### src/rtl/ejtag_processor_access_responder_top_assert.svh
// Assertion macros for the EJTAG processor access responder.
`ifndef EJTAG_PROCESSOR_ACCESS_RESPONDER_TOP_ASSERT_SVH
`define EJTAG_PROCESSOR_ACCESS_RESPONDER_TOP_ASSERT_SVH

// same-cycle implication
`define EJA_ASSERT_NOW(label, ante, cons, msg) \
  label: assert property (@(posedge clk) disable iff (rst) (ante) |-> (cons)) \
    else $error(msg);

// next-cycle implication
`define EJA_ASSERT_NEXT(label, ante, cons, msg) \
  label: assert property (@(posedge clk) disable iff (rst) (ante) |=> (cons)) \
    else $error(msg);

`endif

### src/rtl/eja_pkg.sv
// Types, constants and lane mask table for the EJTAG processor access responder.
package eja_pkg;

  localparam logic [31:0] CLEAN_CLEAR  = 32'h9FB3_3FF7;
  localparam logic [31:0] RESP_CLEAR   = 32'h9FB7_3FF7;
  localparam logic [31:0] FORCED_BITS  = 32'h0000_C000;
  localparam logic [31:0] PENDING_BIT  = 32'h0004_0000;
  localparam logic [10:0] WINDOW_TAG   = 11'h7F9;

  localparam logic [1:0] ACC_READ  = 2'b01;
  localparam logic [1:0] ACC_WRITE = 2'b11;

  localparam int CFG_IDX_W = 8;
  localparam logic [CFG_IDX_W-1:0] CFG_LITTLE_ENDIAN  = 8'd0;
  localparam logic [CFG_IDX_W-1:0] CFG_MEMORY_PRESENT = 8'd1;

  typedef struct packed {
    logic [31:0] control_word;
    logic [31:0] captured_data;
    logic [31:0] access_address;
  } in_word_t;

  typedef struct packed {
    logic        served;
    logic [31:0] response_control;
    logic [31:0] response_data;
    logic [31:0] next_poll_control;
    logic        bad_byte_select;
  } out_word_t;

  typedef struct packed {
    logic little_endian;
    logic memory_present;
  } cfg_t;

  typedef struct packed {
    logic        en;
    logic [31:0] data;
  } mem_wr_t;

  // entry [k] is the mask for address low bits k
  localparam logic [3:0][31:0] BE_BYTE   = {32'h0000_00FF, 32'h0000_FF00,
                                            32'h00FF_0000, 32'hFF00_0000};
  localparam logic [3:0][31:0] BE_HALF   = {32'h0, 32'h0000_FFFF, 32'h0, 32'hFFFF_0000};
  localparam logic [3:0][31:0] BE_TRIPLE = {32'h0, 32'h0, 32'h00FF_FFFF, 32'hFFFF_FF00};
  localparam logic [3:0][31:0] LE_BYTE   = {32'hFF00_0000, 32'h00FF_0000,
                                            32'h0000_FF00, 32'h0000_00FF};
  localparam logic [3:0][31:0] LE_HALF   = {32'h0, 32'hFFFF_0000, 32'h0, 32'h0000_FFFF};
  localparam logic [3:0][31:0] LE_TRIPLE = {32'h0, 32'h0, 32'hFFFF_FF00, 32'h00FF_FFFF};
  localparam logic [3:0][31:0] ANY_WORD  = {32'h0, 32'h0, 32'h0, 32'hFFFF_FFFF};

  function automatic logic [31:0] lane_mask(input logic le, input logic [1:0] psz,
                                            input logic [1:0] lo);
    logic [31:0] m;
    unique case (psz)
      2'd0:    m = le ? LE_BYTE[lo]   : BE_BYTE[lo];
      2'd1:    m = le ? LE_HALF[lo]   : BE_HALF[lo];
      2'd2:    m = ANY_WORD[lo];
      default: m = le ? LE_TRIPLE[lo] : BE_TRIPLE[lo];
    endcase
    return m;
  endfunction

endpackage

### src/rtl/eja_resp.sv
// Access decode, lane merge and response word build for one poll scan.
module eja_resp #(
  parameter int MEM_WORDS = 524288
) (
  input  eja_pkg::in_word_t  item,
  input  logic [31:0]        rd_data,
  input  eja_pkg::cfg_t      cfg,
  output eja_pkg::out_word_t result,
  output eja_pkg::mem_wr_t   wr
);
  import eja_pkg::*;

  localparam logic [19:0] MEM_LIMIT = 20'(MEM_WORDS);

  logic [31:0] ecr;
  logic [1:0]  acc;
  logic        hit;
  logic [31:0] mask;
  logic        is_rd;
  logic        is_wr;

  always_comb begin
    ecr   = (item.control_word & ~CLEAN_CLEAR) | FORCED_BITS;
    acc   = ecr[19:18];
    is_rd = (acc == ACC_READ);
    is_wr = (acc == ACC_WRITE);
    hit   = cfg.memory_present && (item.access_address[31:21] == WINDOW_TAG) &&
            ({1'b0, item.access_address[20:2]} < MEM_LIMIT);
    mask  = lane_mask(cfg.little_endian, ecr[30:29], item.access_address[1:0]);

    wr.en   = is_wr && hit;
    wr.data = (rd_data & ~mask) | (item.captured_data & mask);

    result.served            = is_rd || is_wr;
    result.response_control  = (is_rd || is_wr) ? ((ecr & ~RESP_CLEAR) | FORCED_BITS) : '0;
    result.response_data     = is_wr ? item.captured_data : ((is_rd && hit) ? rd_data : '0);
    result.next_poll_control = (is_rd || is_wr) ? '0 : (ecr | PENDING_BIT);
    result.bad_byte_select   = is_wr && hit && (mask == '0);
  end

endmodule
### config.mk
export PLATFORM = sky130hd
export DESIGN_NAME = eja_resp
export DESIGN_NICKNAME = d
export VERILOG_FILES = /design/src/rtl/ejtag_processor_access_responder_top_assert.svh /design/src/rtl/eja_pkg.sv /design/src/rtl/eja_resp.sv
export SDC_FILE = /design/constraint.sdc
export NUM_CORES = 1
export LEC_CHECK = 0
export ABC_CLOCK_PERIOD_IN_PS = 1900
export BUFFER_PORTS_ARGS = -buffer_cell sky130_fd_sc_hd__buf_4
export CAP_MARGIN = 20
export CORE_AREA = 5 5 98 100
export DETAILED_ROUTE_END_ITERATION = 8
export DIE_AREA = 0 0 103 105
export PLACE_DENSITY = 0.67
export SYNTH_ARGS = -nofsm -noshare
export SYNTH_HDL_FRONTEND = slang
export SYNTH_SLANG_ARGS = --single-unit
### constraint.sdc
create_clock -name vclk -period 1.9
set_input_delay 0.095 -clock vclk [all_inputs]
set_output_delay 0.095 -clock vclk [all_outputs]
set_load 0.05 [all_outputs]
# Yosys cells after proc, flatten, opt, wreduce, memory -nomap -nowiden
# Index checks and enable logic that the tools add are counted.
totals:
  elab_cells: 39
  ff_bits: 0
  input_bits: 130
classes:
  magnitude_cmp: 1
  eq_ne: 5
  n_reduce_logical: 7
  mux: 22
  bitwise_logic: 4
op_table:
  columns: ["operator", "count"]
  rows:
  - ["32-bit binary-select mux with 2-bit select", 7]
  - ["32-bit 2-to-1 mux", 12]
  - ["32-bit one-hot mux with 3 select lines", 1]
  - ["32-bit AND", 2]
  - ["31-bit 2-to-1 mux", 2]
  - ["32-bit logical NOT", 1]
  - ["32-bit inverter", 1]
  - ["32-bit bitwise OR", 1]
  - ["11-bit == test, second input constant", 1]
  - ["2-bit by 1-bit == test with 1-bit output, second input constant", 2]
  - ["2-bit == test, second input constant", 2]
  - ["1-bit logical AND", 4]
  - ["2-bit by 3-bit less-than comparator with 1-bit output, second input constant", 1]
  - ["2-bit logical NOT", 1]
  - ["1-bit logical OR", 1]

# Logic depth before layout (Yosys ltp)
depth:
  depth_word: 7
  depth_mapped: 6
  ltp_nobuf: 4

# Worst setup path before layout
# No wires, ideal clock.
synth_timing:
  path_type: "input to output"
  from: "input port item[83] (netlist name)"
  to: "output port result[34] (netlist name)"
  slack_ps: 214
  path_buffers: 2
  t_arrival_ps: 1591
  cell_stages: 4
  cell_sequence: "and2_1 > clkbuf_1 > clkbuf_1 > a22o_1"
synth_rtl:
  columns: ["item", "line", "source"]
  rows:
  - ["from (decl)", "eja_resp.sv:5", "input eja_pkg::in_word_t item,"]
  - ["to (decl)", "eja_resp.sv:8", "output eja_pkg::out_word_t result,"]

==> parameters.txt <==
Parameter                              Value

Synthesis
  Count of yosys warnings during synthesis ... 0
  Mean instance size in the synthesized netlist ... 8.779 um^2
  Top cells by instance count after synthesis ... buf_4, a22o_1, mux2_1, mux2_4, nor2b_1
  Synthesized instance count ... 179
  Number of distinct library cells after synthesis ... 37
  Cell taking the most area after synthesis ... buf_4
  Combined area of all synthesized cells ... 1572 um^2
  Synth top area share ... 26.27%
  Post-synthesis sequential area ratio ... 0%
  Synth top area cells ... buf_4, a22o_1, mux2_4
  Most common cell in the netlist ... buf_4

Timing
  RSZ-0062 raised after global routing ... no
  Number of endpoints with negative hold slack in the final report ... 0
  Max Transition Viols Final ... 0
  Ratio of final minimum period to clock period ... 91.39%
  Maximum frequency from static timing analysis ... 575.9 MHz
  Post-layout minimum cycle time ... 1.736 ns
  Post-route setup TNS ... 0 ns
  Number of setup violations in the final report ... 0

Die
  Die height ... 105 um
  Floorplan Core Area ... 8593 um^2
  Width of the chip ... 103 um
  Row cnt ... 34
  Initial Util ... 18.29%
  I/O pin cnt ... 261
  Full die area ... 10820 um^2

Detailed routing
  Drt pass-1 iters ... 4
  Routed wire length on met3 ... 725 um
  Max Used Layer ... met3
  Total wirelength of the detailed-routed design ... 6348 um
  DRC Markers ... 0
  Met2 wire length ... 3481 um
  Drt via density ... 4.162
  First DRT Iteration DRCs ... 55
  Average wire length per cell after detail routing ... 14.49 um
  Detailed-route wire length on metal 1 ... 2140 um
  Via count of the routed design ... 1823
  Count of antenna-violating nets left after detailed routing ... 0

Finish
  Final Instance Count excl. Fillers ... 438
  Number of clock-tree buffers in the layout ... 0
  Final Core Density ... 31.58%
  Layout net count ... 462
  ANT cells ... 0
  Share of layout cells above drive strength 1 ... 59.09%
  Fill cell instance count of the final layout ... 917
  Flip-flop and latch count ... 0
  Footprint of the flip-flops and latches ... 0 um^2
  Relative area change from synthesis to final layout ... 72.69%

Critical path
  Nature of the critical path startpoint ... input pin
  Class of the most critical setup path ... input pin to output pin
  Slowest cell on crit path ... a21oi_4
  Dominant delay contributor by cell family on the critical path ... compound AO/OA/AOI/OAI gates
  CP required ... 1.80 ns
  Worst Path Max Fanout ... 8
  Cell-by-cell listing of the critical path ... buf_4, nor4b_2, a2111oi_4, a21oi_4, mux2_4, buf_4
  Dominant cell type by count on the critical path ... buf_4
  Setup crit end kind ... output pin
  Worst path arrival time ... 1.64 ns
  Slowest Stage Delay on Critical Path ... 0.38 ns
  Worst Path Buf+Inv ... 2

Clock tree
  Hold-fix buffers at CTS ... 0
  Cts repair resizes ... 0
  Buffers inserted during post-CTS setup optimization ... 0

Place
  Count of input and output buffers ... 167
  Routability Congestion ... 0.7568
  Placed wire-length estimate after detailed placement ... 5388 um
  Placed Instances ... 438

Global routing
  Largest net degree at the start of global routing ... 34
  Number of antenna violations at the first check in global routing ... 0
  Wire length of the first global-routing pass ... 8562 um
  Vias in the first global route ... 1688
  Global-route usage over all layers ... 9.612%
  Sum of overflow across all layers after global routing ... 0

Pwr
  Switching fraction of total power ... 67.74%
  Maximum resistive drop on vdd ... 137.1 uV
  Logic gate share of total power ... 100.0%
  Pwr dens ... 438.6 nW/um^2
  Sequential group share of total power ... 0%
  LEAKAGE ... 1.434 nW
  Clk network pwr share ... 0%
  Cell-internal power ... 0.3840 mW
  Reported net switching power ... 0.8063 mW

Hold path
  Tightest Hold Check Type ... input pin to output pin

Status
  Run status ... complete, no violations

Job
  Number of maximum-capacitance violations ... 0
==> power groups by stage <==
stage	clock network (mW)	registers [mW]	logic (mW)
after floorplan	0	0	0.918
after global placement	0	0	1.18
after detailed placement	0	0	1.20
after CTS	0	0	1.20
after global routing	0	0	1.24
final	0	0	1.19
==> layout make-up <==
class	instances	area, um^2	area share [%]
Inverter	3	11.26	0.4149
Multi-Input combinational cell	157	1266	46.66
Tap cell	108	135.1	4.979
Timing Repair Buffer	170	1301	47.95
==> per-layer routing <==
| layer | track usage (%) | vias to the layer above |
|---|---|---|
| li1 | - | 862 |
| met1 | 10.36 | 848 |
| met2 | 20.21 | 113 |
| met3 | 1.133 | 0 |
| met4 | 0.09251 | 0 |
| met5 | 0 | - |
==> per-stage QoR <==
stage          total power [mW]  area (um^2)  setup WS, ns  hold slack (ns)
2_1_floorplan            0.9180         1752        0.2137           0.4124
3_3_place_gp              1.185         2714        0.1589           0.5473
3_5_place_dp              1.195         2714        0.1407           0.5504
4_1_cts                   1.197         2714        0.1387           0.5511
5_1_grt                   1.243         2714       0.04423           0.5629
6_report                  1.190         2714        0.1636           0.5479
==> cells by family after synthesis <==
group / Yosys count / share of synthesized area, %
and+or+nand+nor: 31 / 14.89
other: 1 / 0.2386
muxes: 32 / 26.75
AOI/OAI and AO/OA: 45 / 27.07
buffers and inverters: 70 / 31.05
==> cell usage in the layout, fill, tap and decap left out, types with 2 or more instances in the layout <==
cell | netlist | routed
nor2b_1 | 9 | 8
mux2_1 | 16 | 16
a22o_1 | 33 | 33
buf_4 | 55 | 168
mux2_4 | 16 | 16
conb_1 | 1 | 49
and2_1 | 5 | 5
o21ai_1 | 2 | 2
inv_1 | 3 | 3
nor2_1 | 3 | 3
buf_12 | 0 | 2
==> path summary, 6_finish.rpt <==
path,from,end,slack (ns),cells past startpoint
worst max-delay path,item[93],wr[17],0.16,6
worst min-delay path,item[82],result[79],0.55,2
Note: power is estimated with default switching activity, not from simulation.
